$ cat src/design/sfcrc_pkg.sv
// Shared types and constants for the sync-framed CRC-16 checker.
package sfcrc_pkg;

  localparam logic [7:0] SYNC_RESET   = 8'd250;
  localparam logic [7:0] LENGTH_RESET = 8'd64;

  localparam int unsigned CFG_AW = 3;
  localparam int unsigned CFG_DW = 32;

  typedef enum logic [0:0] {
    REG_SYNC   = 1'b0,
    REG_LENGTH = 1'b1
  } reg_idx_t;

  typedef struct packed {
    logic [7:0] sync_byte;
    logic [7:0] frame_length;
  } cfg_t;

  typedef struct packed {
    logic        has_result;
    logic        frame_ok;
    logic [15:0] crc_residue;
  } result_t;

endpackage

$ cat src/design/sfcrc_apb_regs.sv
// APB register file holding the sync byte and the frame length.
module sfcrc_apb_regs
  import sfcrc_pkg::*;
(
  input  logic              clk,
  input  logic              rst_n,
  input  logic              psel,
  input  logic              penable,
  input  logic              pwrite,
  input  logic [CFG_AW-1:0] paddr,
  input  logic [CFG_DW-1:0] pwdata,
  output logic [CFG_DW-1:0] prdata,
  output logic              pready,
  output cfg_t              cfg
);

  cfg_t     cfg_r;
  cfg_t     cfg_nxt;
  reg_idx_t idx;
  logic     wr_en;

  assign pready = 1'b1;
  assign idx    = reg_idx_t'(paddr[2]);
  assign wr_en  = psel & penable & pwrite & pready;

  always_comb begin
    cfg_nxt = cfg_r;
    if (wr_en) begin
      case (idx)
        REG_SYNC:   cfg_nxt.sync_byte    = pwdata[7:0];
        REG_LENGTH: cfg_nxt.frame_length = pwdata[7:0];
        default:    cfg_nxt = cfg_r;
      endcase
    end
  end

  always_ff @(posedge clk) begin
    if (!rst_n) begin
      cfg_r.sync_byte    <= SYNC_RESET;
      cfg_r.frame_length <= LENGTH_RESET;
    end else begin
      cfg_r <= cfg_nxt;
    end
  end

  always_comb begin
    case (idx)
      REG_SYNC:   prdata = {{(CFG_DW-8){1'b0}}, cfg_r.sync_byte};
      REG_LENGTH: prdata = {{(CFG_DW-8){1'b0}}, cfg_r.frame_length};
      default:    prdata = '0;
    endcase
  end

  assign cfg = cfg_r;

endmodule

$ cat src/design/sfcrc_crc16.sv
// Byte-wise CRC-16-CCITT update, polynomial 0x1021, no reflection.
module sfcrc_crc16
  import sfcrc_pkg::*;
(
  input  logic [15:0] crc_in,
  input  logic [7:0]  data_in,
  output logic [15:0] crc_out
);

  logic [15:0] x0;
  logic [15:0] x1;
  logic [15:0] x2;
  logic [15:0] x3;

  always_comb begin
    // swap bytes, fold in the data byte, then the three shifted folds
    x0 = {crc_in[7:0], crc_in[15:8]} ^ {8'h00, data_in};
    x1 = x0 ^ {12'h000, x0[7:4]};
    x2 = x1 ^ {x1[3:0], 12'h000};
    x3 = x2 ^ {3'b000, x2[7:0], 5'b00000};
    crc_out = x3;
  end

endmodule

$ cat src/design/sfcrc_frame_core.sv
// Frame tracker: sync hunt, byte count and running CRC, one byte per step.
module sfcrc_frame_core
  import sfcrc_pkg::*;
(
  input  logic       clk,
  input  logic       rst_n,
  input  logic       step,
  input  logic [7:0] rx_byte,
  input  cfg_t       cfg,
  output result_t    res
);

  logic        in_frame_r, in_frame_nxt;
  logic [7:0]  seen_r, seen_nxt;
  logic [15:0] crc_r, crc_nxt;
  logic [15:0] crc_upd;
  logic [7:0]  seen_next_cnt;
  logic [15:0] crc_next_val;
  logic        started;
  logic        done;

  sfcrc_crc16 u_crc (
    .crc_in  (crc_r),
    .data_in (rx_byte),
    .crc_out (crc_upd)
  );

  always_comb begin
    started       = in_frame_r | (rx_byte == cfg.sync_byte);
    seen_next_cnt = in_frame_r ? (seen_r + 8'd1) : 8'd1;
    crc_next_val  = in_frame_r ? crc_upd : 16'h0000;
    done          = started & (seen_next_cnt >= cfg.frame_length);

    res.has_result  = done;
    res.crc_residue = crc_next_val;
    res.frame_ok    = (crc_next_val == 16'h0000);

    in_frame_nxt = in_frame_r;
    seen_nxt     = seen_r;
    crc_nxt      = crc_r;
    if (step && started) begin
      crc_nxt = crc_next_val;
      if (done) begin
        in_frame_nxt = 1'b0;
        seen_nxt     = 8'd0;
      end else begin
        in_frame_nxt = 1'b1;
        seen_nxt     = seen_next_cnt;
      end
    end
  end

  always_ff @(posedge clk) begin
    if (!rst_n) begin
      in_frame_r <= 1'b0;
      seen_r     <= 8'd0;
      crc_r      <= 16'h0000;
    end else begin
      in_frame_r <= in_frame_nxt;
      seen_r     <= seen_nxt;
      crc_r      <= crc_nxt;
    end
  end

  // a hunting tracker always has a cleared byte count
  a_hunt_count_zero: assert property (@(posedge clk) disable iff (!rst_n)
    !in_frame_r |-> (seen_r == 8'd0))
    else $error("byte count not cleared while hunting");

endmodule

$ cat src/design/sync_frame_crc16_checker_unit.sv
// Top level of the sync-framed CRC-16 frame checker.
//
// Usage:
//   in_*  : byte stream, one received byte per word in in_tdata[7:0].
//   out_* : one word per completed frame; out_tdata[0] is frame_ok (residue
//           is zero), out_tdata[16:1] is the CRC residue, upper bits zero.
//   cfg_* : APB port; 0x0 sync byte (reset 0xFA), 0x4 frame length
//           (reset 64, counts the sync byte and both CRC bytes).
// The block hunts for the sync byte, then runs CRC-16/XMODEM over the rest
// of the frame and reports on its last byte. Sync bytes inside a frame are
// plain data. Words that end no frame produce no output.
// Timing: an accepted byte lands in the input register; the edge on which it
// advances runs the CRC step and loads the output register. One byte per
// cycle is sustained while no stall holds the input register; the single
// XOR-network CRC step between input and output register sets it.
// Reset (rst_n low, synchronous) empties both registers, restores the
// configuration defaults and returns to sync hunt.
// Stall: while out_tready is low and a result waits, a byte that would end
// another frame holds in the input register and in_tready drops; bytes
// that end no frame keep flowing.
module sync_frame_crc16_checker_unit
  import sfcrc_pkg::*;
(
  input  logic              clk,
  input  logic              rst_n,
  // input stream
  input  logic              in_tvalid,
  output logic              in_tready,
  input  logic [7:0]        in_tdata,   // [7:0] rx_byte
  // result stream
  output logic              out_tvalid,
  input  logic              out_tready,
  output logic [23:0]       out_tdata,  // [0] frame_ok, [16:1] crc_residue, [23:17] zero
  // configuration
  input  logic              cfg_psel,
  input  logic              cfg_penable,
  input  logic              cfg_pwrite,
  input  logic [CFG_AW-1:0] cfg_paddr,
  input  logic [CFG_DW-1:0] cfg_pwdata,
  output logic [CFG_DW-1:0] cfg_prdata,
  output logic              cfg_pready
);

  cfg_t        cfg;
  result_t     res;

  logic        s1_valid_r, s1_valid_nxt;
  logic [7:0]  s1_byte_r;
  logic        out_valid_r, out_valid_nxt;
  logic        out_ok_r;
  logic [15:0] out_crc_r;
  logic        step;
  logic        in_fire;

  sfcrc_apb_regs u_regs (
    .clk     (clk),
    .rst_n   (rst_n),
    .psel    (cfg_psel),
    .penable (cfg_penable),
    .pwrite  (cfg_pwrite),
    .paddr   (cfg_paddr),
    .pwdata  (cfg_pwdata),
    .prdata  (cfg_prdata),
    .pready  (cfg_pready),
    .cfg     (cfg)
  );

  sfcrc_frame_core u_core (
    .clk     (clk),
    .rst_n   (rst_n),
    .step    (step),
    .rx_byte (s1_byte_r),
    .cfg     (cfg),
    .res     (res)
  );

  // advance the held byte unless it ends a frame and the output slot is busy
  assign step      = s1_valid_r & (~res.has_result | ~out_valid_r | out_tready);
  assign in_tready = ~s1_valid_r | step;
  assign in_fire   = in_tvalid & in_tready;

  always_comb begin
    s1_valid_nxt = s1_valid_r;
    if (in_fire) begin
      s1_valid_nxt = 1'b1;
    end else if (step) begin
      s1_valid_nxt = 1'b0;
    end

    out_valid_nxt = out_valid_r;
    if (step && res.has_result) begin
      out_valid_nxt = 1'b1;
    end else if (out_tready) begin
      out_valid_nxt = 1'b0;
    end
  end

  always_ff @(posedge clk) begin
    if (!rst_n) begin
      s1_valid_r  <= 1'b0;
      out_valid_r <= 1'b0;
    end else begin
      s1_valid_r  <= s1_valid_nxt;
      out_valid_r <= out_valid_nxt;
    end
  end

  // payload registers
  always_ff @(posedge clk) begin
    if (in_fire) begin
      s1_byte_r <= in_tdata;
    end
    if (step && res.has_result) begin
      out_ok_r  <= res.frame_ok;
      out_crc_r <= res.crc_residue;
    end
  end

  assign out_tvalid = out_valid_r;
  assign out_tdata  = {7'b0000000, out_crc_r, out_ok_r};

  a_result_loaded: assert property (@(posedge clk) disable iff (!rst_n)
    (step && res.has_result) |=> out_valid_r)
    else $error("finished frame did not reach the output register");

  a_ok_matches_residue: assert property (@(posedge clk) disable iff (!rst_n)
    out_valid_r |-> (out_ok_r == (out_crc_r == 16'h0000)))
    else $error("frame_ok disagrees with the residue");

  a_empty_accepts: assert property (@(posedge clk) disable iff (!rst_n)
    !s1_valid_r |-> in_tready)
    else $error("input refused with an empty input register");

  a_blocked_holds: assert property (@(posedge clk) disable iff (!rst_n)
    (s1_valid_r && !step) |=> (s1_valid_r && $stable(s1_byte_r)))
    else $error("blocked byte was lost or changed");

endmodule

$ cat config.mk
export PLATFORM = sky130hd
export DESIGN_NAME = sync_frame_crc16_checker_unit
export DESIGN_NICKNAME = d
export VERILOG_FILES = /design/src/design/sfcrc_pkg.sv /design/src/design/sfcrc_apb_regs.sv /design/src/design/sfcrc_crc16.sv /design/src/design/sfcrc_frame_core.sv /design/src/design/sync_frame_crc16_checker_unit.sv
export SDC_FILE = /design/constraint.sdc
export NUM_CORES = 1
export LEC_CHECK = 0
export BUFFER_PORTS_ARGS = -buffer_cell sky130_fd_sc_hd__buf_2
export CAP_MARGIN = 20
export CORE_MARGIN = 4
export CORE_UTILIZATION = 56
export CTS_CLUSTER_SIZE = 10
export DETAILED_ROUTE_END_ITERATION = 7
export PLACE_DENSITY = 0.88
export SLEW_MARGIN = 30
export SYNTH_ARGS = -nofsm -noshare
export SYNTH_HDL_FRONTEND = slang
export SYNTH_SLANG_ARGS = --single-unit
$ cat constraint.sdc
create_clock -name clk -period 6.7 [get_ports clk]
set_input_delay 0.335 -clock clk [delete_from_list [all_inputs] [get_ports clk]]
set_output_delay 0.335 -clock clk [all_outputs]
set_load 0.02 [all_outputs]
==> results.py, run 1 <==
metrics = {
    "cells_and_area": {
        "final_layout_size_suffix_gt1_share_pct": 20.4,
        "layout.cells.most_common": "nand2_1",
        "number_of_inserted_diodes": 0,
        "area_delta_synth_final_pct": 10.3,
        "layout_common_cells": "nand2_1 (80), buf_2 (50), dfxtp_1 (43), conb_1 (32), edfxtp_1 (25)",
        "fin_nets": 491,
        "finish.instance_area_um2": 4100,
        "layout.core_utilization_pct": 64.2,
    },
    "sta": {
        "final.setup_skew_ps": 10.0,
        "finalMaxSlewViolations": 0,
        "rsz0062_at_grt": "false",
        "fin_worst_hold_slack_ps": 156,
        "setup_tns_ps": 0,
        "setup_slack_after_layout_ps": 2890,
        "hold_viol": 0,
        "setup_viol": 0,
        "clock.fmax_mhz": 262,
        "final_min_period_over_clock_period_pct": 56.9,
        "timing.final.crit_period_ps": 3810,
        "tightestPinTransition_ps": 794,
        "timing.max_slew.rel_slack_pct": 47.0,
    },
    "clocking": {
        "cts_resized": 0,
        "clock_tree_root": "clkbuf_8",
        "post-cts-setup-buffer-count": 0,
        "h-tree-depth": 3,
        "clockBufferDepth": 2,
        "cts_num_sinks": 68,
        "clock_latency_ps": 350,
        "ctsHoldBuffers": 0,
        "tritoncts_buffers": 9,
        "clock_tree_from_tritoncts": "yes",
        "clk_pin_slew_ps": 70,
    },
    "route": {
        "detail_route.drc_violations": 0,
        "drtPass1Iterations": 5,
        "route.vias.total": 2761,
        "route.detailed.vias_per_inst": 5.37,
        "postRouteWirelength_um": 7670,
        "drt.antenna.violating_nets": 0,
        "route.detailed.wl_per_inst_um": 14.9,
        "first_iter_violations": 300,
    },
    "global_route": {
        "first_global_vias": 2576,
        "number_of_antenna_violations_at_the_first_check_in_global_routing": 0,
        "largest_net_degree_at_the_start_of_global_routing": 45,
        "overflow": 0,
        "grt_pass1_wl_um": 12200,
        "grt_util_all_layers_pct": 20.2,
    },
    "yosys": {
        "combinational_family_with_the_most_area_after_synthesis": "simple AND/OR/NAND/NOR gates",
        "synth.yosys.seq_area_share_pct": 43.3,
        "synth_enable_flop_cells": 25,
        "ys.warnings.count": 0,
        "synth_compound_area_share_pct": 8.55,
        "ys_seq_elements": 68,
        "synth.mux.area_fraction_pct": 6.73,
        "yosys.cell_types.count": 43,
        "synth_adder_area_share_pct": 3.03,
        "ys_async_sr_fraction_pct": 0,
        "synth_cells": 386,
        "synth.avg_cell_area_um2": 9.63,
        "post_synth_instance_area_um2": 3720,
        "synth-main-ff-cell": "dfxtp_1",
        "synth_xor_area_share_pct": 10.9,
        "synth_simple_gate_area_share_pct": 16.9,
    },
    "worst_setup_path": {
        "critical-path-max-stage-delay_ps": 790,
        "worst_r2r_path_depth": 8,
        "r2r_start": "u_core.in_frame_r",
        "timing.critical_path.fanout_max": 22,
        "end_kind": "primary output",
        "crit_arrival_ps": 3480,
        "critical_path_buf_inv_count": 3,
        "worst-endpoint-required_ps": 6360,
        "cp_num_cells": 9,
        "critical_path.startpoint": "u_core.in_frame_r",
        "crit_path_top_delay_cell": "dfxtp_1",
        "crit_path_cell_trace": "clkinv_1 -> nor2_1 -> ha_1 -> nor2b_1 -> o21ai_1 -> a21oi_1 -> nor4_1 -> inv_1 -> buf_2",
        "timing.setup.critical_path_class": "flip-flop to primary output",
        "worst_setup_start_kind": "flip-flop",
        "critical-path-top-delay-family": "flip-flops",
    },
    "pwr": {
        "power.leakage_uw": 0.00168,
        "switching_share_of_power_pct": 26.1,
        "clk_network_pwr_share_pct": 39.4,
        "intPower_uw": 646,
        "pwr-share-comb_pct": 10.1,
        "peakVddDrop_v": 0.000202,
        "pwr-share-seq_pct": 50.5,
        "power.switching_uw": 228,
        "power_per_cell_area_nw_per_um2": 213,
    },
    "hold_path": {
        "hold_class": "primary input to flip-flop",
        "holdPathStages": 1,
        "worstHoldStart": "in_tdata[2]",
    },
    "placement": {
        "place.detailed.hpwl_um": 5530,
        "placement.cell_area_um2": 3900,
        "finalWeightedCongestion": 0.839,
        "io_buffers": 50,
        "dp_worst_setup_slack_ps": 3040,
    },
    "status": {
        "outcome": "finished, final reports clean",
    },
    "floorplan": {
        "initial_core_util_pct": 58.2,
        "core_region_area_um2": 6390,
        "floorplan.rows": 29,
        "boundaryPins": 109,
        "die_y_um": 89.5,
        "die_w_um": 89.5,
        "dieArea_um2": 8010,
    },
    "run": {
        "max_cap_violations": 0,
    },
}
[worst register-to-register path: stages, from the launching register on]
cell      delay [ps]
dfxtp_1          790
clkinv_1         500
nor2_1           250
ha_1             260
nor2b_1          120
o21ai_1           80
a21oi_1          600
nor4_1           230
nor2b_1          550
[worst paths after layout]
| path | endpoint | slack (ps) |
|---|---|---|
| worst min register to register | u_regs.cfg[5] | 480 |
| worst max-delay path | in_tready | 2890 |
| worst min-delay path | s1_byte_r[2] | 160 |
| worst max register to register | s1_byte_r[7] | 2960 |
[cell families after synthesis]
logic type | after synthesis
adder cells (fa/ha/maj) | 9
AND/OR/NAND/NOR | 136
AO/OA/AOI/OAI | 44
buffers and inverters | 67
multiplexers | 24
flip-flops | 68
other | 2
XOR/XNOR | 36
[final cells by class]
type	instances	area (um^2)
clock inverters	6	62.6
well taps	77	96.3
inverters	20	75.1
clock buffers	10	138
multi-input cells	281	1850
fillers	469	2280
repair buffers	52	265
flip-flops and latches	68	1610
[sequential cells by signal, summed over array words and instances, names as in the netlist]
name / cells
s1_byte_r: 8
u_core.seen_r: 8
u_core.in_frame_r: 1
out_tvalid: 1
out_ok_r: 1
u_core.crc_r: 16
s1_valid_r: 1
out_crc_r: 16
u_regs.cfg: 16
[synthesized netlist by cell type, drive strengths merged, types with 2 or more instances]
library cell | instances | area, um^2
a211oi | 2 | 15.0
a21o | 2 | 15.0
a21oi | 14 | 73.8
a31oi | 4 | 25.0
and2 | 5 | 31.3
buf | 37 | 272
clkbuf | 10 | 37.5
conb | 2 | 7.51
dfxtp | 43 | 861
edfxtp | 25 | 751
ha | 9 | 113
inv | 19 | 71.3
mux2 | 8 | 90.1
mux2i | 16 | 160
nand2 | 80 | 300
nand2b | 6 | 37.5
nand3 | 13 | 65.1
nand4 | 2 | 12.5
nor2 | 15 | 56.3
nor2b | 3 | 18.8
nor3 | 2 | 10.0
nor4 | 7 | 73.8
o211ai | 4 | 30.0
o21a | 2 | 15.0
o21ai | 6 | 30.0
o22ai | 7 | 87.6
xnor2 | 13 | 121
xnor3 | 5 | 113
xor2 | 17 | 149
[power by group through the flow]
stage | logic, uW | registers (uW) | clock network, uW
after floorplan | 83.5 | 448 | 0
after global placement | 84.7 | 451 | 0
after detailed placement | 87.1 | 451 | 0
after CTS | 87.9 | 441 | 347
after global routing | 96.0 | 442 | 365
final | 88.7 | 441 | 344
[per-stage QoR]
step	power, uW	std cells
2_1_floorplan	532	416
3_3_place_gp	535	498
3_5_place_dp	538	498
4_1_cts	876	514
5_1_grt	903	514
6_report	874	514
[layer usage]
layer  GRT usage, %  vias to the layer above  wire length, um  part of all wire [%]
met5              0                        -                0                     0
met4           9.07                        0              138                   1.8
met3           4.33                       16              683                   8.9
met2           31.7                      137             3660                    48
met1           26.6                     1278             3190                    42
li1               -                     1330                -                     -
Note: power is estimated with default switching activity, not from simulation.
==> run 2, diff against run 1 <==
--- a/config.mk
+++ b/config.mk
@@ -5,13 +5,14 @@
 export SDC_FILE = /design/constraint.sdc
 export NUM_CORES = 1
 export LEC_CHECK = 0
+export ABC_AREA = 1
 export BUFFER_PORTS_ARGS = -buffer_cell sky130_fd_sc_hd__buf_2
 export CAP_MARGIN = 20
 export CORE_MARGIN = 4
-export CORE_UTILIZATION = 56
+export CORE_UTILIZATION = 47
 export CTS_CLUSTER_SIZE = 10
 export DETAILED_ROUTE_END_ITERATION = 7
-export PLACE_DENSITY = 0.88
+export PLACE_DENSITY = 0.8
 export SLEW_MARGIN = 30
 export SYNTH_ARGS = -nofsm -noshare
 export SYNTH_HDL_FRONTEND = slang
==> constraint.sdc (replaced) <==
create_clock -name clk -period 3.4 [get_ports clk]
set_input_delay 0.17 -clock clk [delete_from_list [all_inputs] [get_ports clk]]
set_output_delay 0.17 -clock clk [all_outputs]
set_load 0.02 [all_outputs]
==> results.py, run 2 <==
metrics = {
    "status": {
        "outcome": "finished, final reports clean",
    },
    "route": {
        "route.detailed.wl_per_inst_um": 12.2,
        "route.detailed.vias_per_inst": 4.88,
        "first_iter_violations": 271,
        "drt.antenna.violating_nets": 0,
        "detail_route.drc_violations": 0,
        "route.vias.total": 3217,
        "postRouteWirelength_um": 8020,
        "drtPass1Iterations": 5,
    },
    "yosys": {
        "synth_top_cells_by_area": "dfxtp_1 (23%), edfxtp_1 (20%), nand2_1 (13%), buf_4 (6.9%), inv_1 (6.3%)",
        "synth-main-ff-cell": "dfxtp_1",
        "ys_async_sr_fraction_pct": 0,
        "synth.yosys.seq_area_share_pct": 43.6,
        "post_synth_instance_area_um2": 3690,
        "synth_cells": 494,
        "synth.avg_cell_area_um2": 7.48,
        "synth.cells.most_frequent": "nand2_1 (126), inv_1 (62), nor2_1 (59)",
        "synth.top_cell.area_share_pct": 23.3,
        "ys.warnings.count": 0,
        "synth_enable_flop_cells": 25,
        "ys_seq_elements": 68,
        "synth.largest_area_cell": "dfxtp_1",
        "library_cell_with_the_highest_instance_count_after_synthesis": "nand2_1",
        "yosys.cell_types.count": 28,
    },
    "run": {
        "max_cap_violations": 0,
    },
    "clocking": {
        "clockBufferDepth": 2,
        "clk_pin_slew_ps": 70,
        "clock_tree_root": "clkbuf_8",
        "clock_latency_ps": 350,
        "h-tree-depth": 3,
        "clock_tree_from_tritoncts": "yes",
        "post-cts-setup-buffer-count": 0,
        "cts_resized": 0,
        "tritoncts_buffers": 9,
        "cts_num_sinks": 68,
    },
    "floorplan": {
        "initial_core_util_pct": 48.0,
        "boundaryPins": 109,
        "die_w_um": 96.7,
        "floorplan.rows": 32,
        "die_y_um": 96.7,
        "core_region_area_um2": 7690,
        "dieArea_um2": 9340,
    },
    "cells_and_area": {
        "register_cell_area_after_layout_um2": 1610,
        "finish.instance_area_um2": 4160,
        "layout.core_utilization_pct": 54.1,
        "number_of_inserted_diodes": 0,
        "area_delta_synth_final_pct": 12.6,
        "layout.cells.most_common": "nand2_1",
        "fill_cells": 729,
        "final_layout_size_suffix_gt1_share_pct": 13.5,
        "multiInputGateArea_um2": 1650,
        "fin_nets": 611,
        "layout_common_cells": "nand2_1 (126), inv_1 (62), nor2_1 (59), buf_2 (50), dfxtp_1 (43)",
    },
    "sta": {
        "timing.final.crit_period_ps": 2990,
        "final.setup_skew_ps": 7.47,
        "setup_tns_ps": 0,
        "fin_worst_hold_slack_ps": 48.9,
        "setup_viol": 0,
        "clock.fmax_mhz": 334,
        "hold_viol": 0,
        "final_min_period_over_clock_period_pct": 87.9,
        "finalMaxSlewViolations": 0,
        "setup_slack_after_layout_ps": 410,
        "rsz0062_at_grt": "false",
        "timing.max_slew.rel_slack_pct": 62.2,
        "tightestPinTransition_ps": 565,
    },
    "worst_setup_path": {
        "timing.critical_path.fanout_max": 17,
        "crit_path_cell_trace": "ha_1 -> nand2_1 -> nor3_1 -> a21oi_1 -> nor2_1 -> ha_1 -> nand2_1 -> nor2_1 -> nor2_1 -> nand3_1 -> nand3_4 -> nand2_4 -> inv_2 -> nand2_1 -> inv_1 -> buf_4",
        "worst-endpoint-required_ps": 3440,
        "worst_setup_start_kind": "flip-flop",
        "worst_r2r_path_depth": 16,
        "end_kind": "flip-flop",
        "crit_arrival_ps": 3030,
        "timing.setup.critical_path_class": "flip-flop to flip-flop",
        "critical-path-max-stage-delay_ps": 380,
        "crit_path_top_delay_cell": "dfxtp_1",
    },
    "pwr": {
        "pwr-share-seq_pct": 52.6,
        "switching_share_of_power_pct": 25.5,
        "power.leakage_uw": 0.00206,
        "power_per_cell_area_nw_per_um2": 396,
        "pwr-share-comb_pct": 9.4,
        "power.switching_uw": 419,
        "clk_network_pwr_share_pct": 38.1,
        "intPower_uw": 1230,
        "peakVddDrop_v": 0.000230,
    },
    "placement": {
        "io_buffers": 50,
        "placement.cell_area_um2": 3900,
        "finalWeightedCongestion": 0.866,
        "place.detailed.hpwl_um": 5820,
        "dp_worst_setup_slack_ps": 458,
    },
    "global_route": {
        "number_of_antenna_violations_at_the_first_check_in_global_routing": 0,
        "grt_pass1_wl_um": 13200,
        "largest_net_degree_at_the_start_of_global_routing": 32,
        "overflow": 0,
        "grt_util_all_layers_pct": 17.4,
        "first_global_vias": 2942,
    },
    "hold_path": {
        "hold_class": "primary input to flip-flop",
        "holdPathStages": 3,
    },
}
==> run 2: cells by family (layout without fill, tap and decap cells) <==
kind of cell,count (synthesis),count (layout),share of synthesized area (%)
and+or+nand+nor,238,238,26.9
buffers and inverters,107,140,14.8
DFF,68,68,43.6
AOI/OAI and AO/OA,55,55,7.86
xor gates and xnor gates,15,15,3.56
adders and majority gates,9,9,3.05
other,2,32,0.203
==> run 2: layout make-up <==
type / instances / area share (%)
Multi-Input combinational cell: 349 / 39.6
Sequential cell: 68 / 38.8
Timing Repair Buffer: 61 / 8.49
Inverter: 63 / 5.69
Tap cell: 102 / 3.07
Clock buffer: 9 / 2.98
Clock inverter: 7 / 1.38
==> run 2: final timing paths <==
path,from,end,slack (ps)
worst max-delay path,u_core.seen_r[0],out_crc_r[7],410
worst min-delay path,cfg_pwdata[7],u_regs.cfg[15],50
worst max register to register,u_core.seen_r[0],out_crc_r[7],410
worst min register to register,u_core.seen_r[3],u_core.seen_r[3],490
==> run 2: worst max-delay path: cells and delay by family, from the launching register on <==
kind | cells | cell delay, ps
DFF | 1 | 380
buffers and inverters | 3 | 430
adders and majority gates | 2 | 460
AOI/OAI and AO/OA | 1 | 110
and+or+nand+nor | 10 | 1280
==> run 2: metal layers <==
layer | track usage (%) | vias up | share of wire, %
met1 | 22.3 | 1433 | 42
met4 | 9.61 | 0 | 3.2
met5 | 0 | - | 0
met3 | 4.04 | 21 | 8.7
met2 | 26.9 | 154 | 46
li1 | - | 1609 | -
==> run 2: stage by stage <==
stage / power (uW) / cells
floorplan: 1020 / 524
finish: 1650 / 659
global placement: 1020 / 635
CTS: 1660 / 659
detailed placement: 1030 / 635
global route: 1730 / 659
==> run 2: power by group through the flow <==
| stage | registers, uW | clock network (uW) | logic, uW |
|---|---|---|---|
| after global routing | 866 | 693 | 172 |
| after global placement | 883 | 0 | 141 |
| final | 865 | 626 | 154 |
| after detailed placement | 883 | 0 | 144 |
| after CTS | 865 | 640 | 152 |
| after floorplan | 879 | 0 | 136 |
==> run 2: repair_timing <==
action                     4_1_cts  5_1_grt
hold endpoints to repair         8        0
setup endpoints to repair        0        0
hold buffers                     8        0
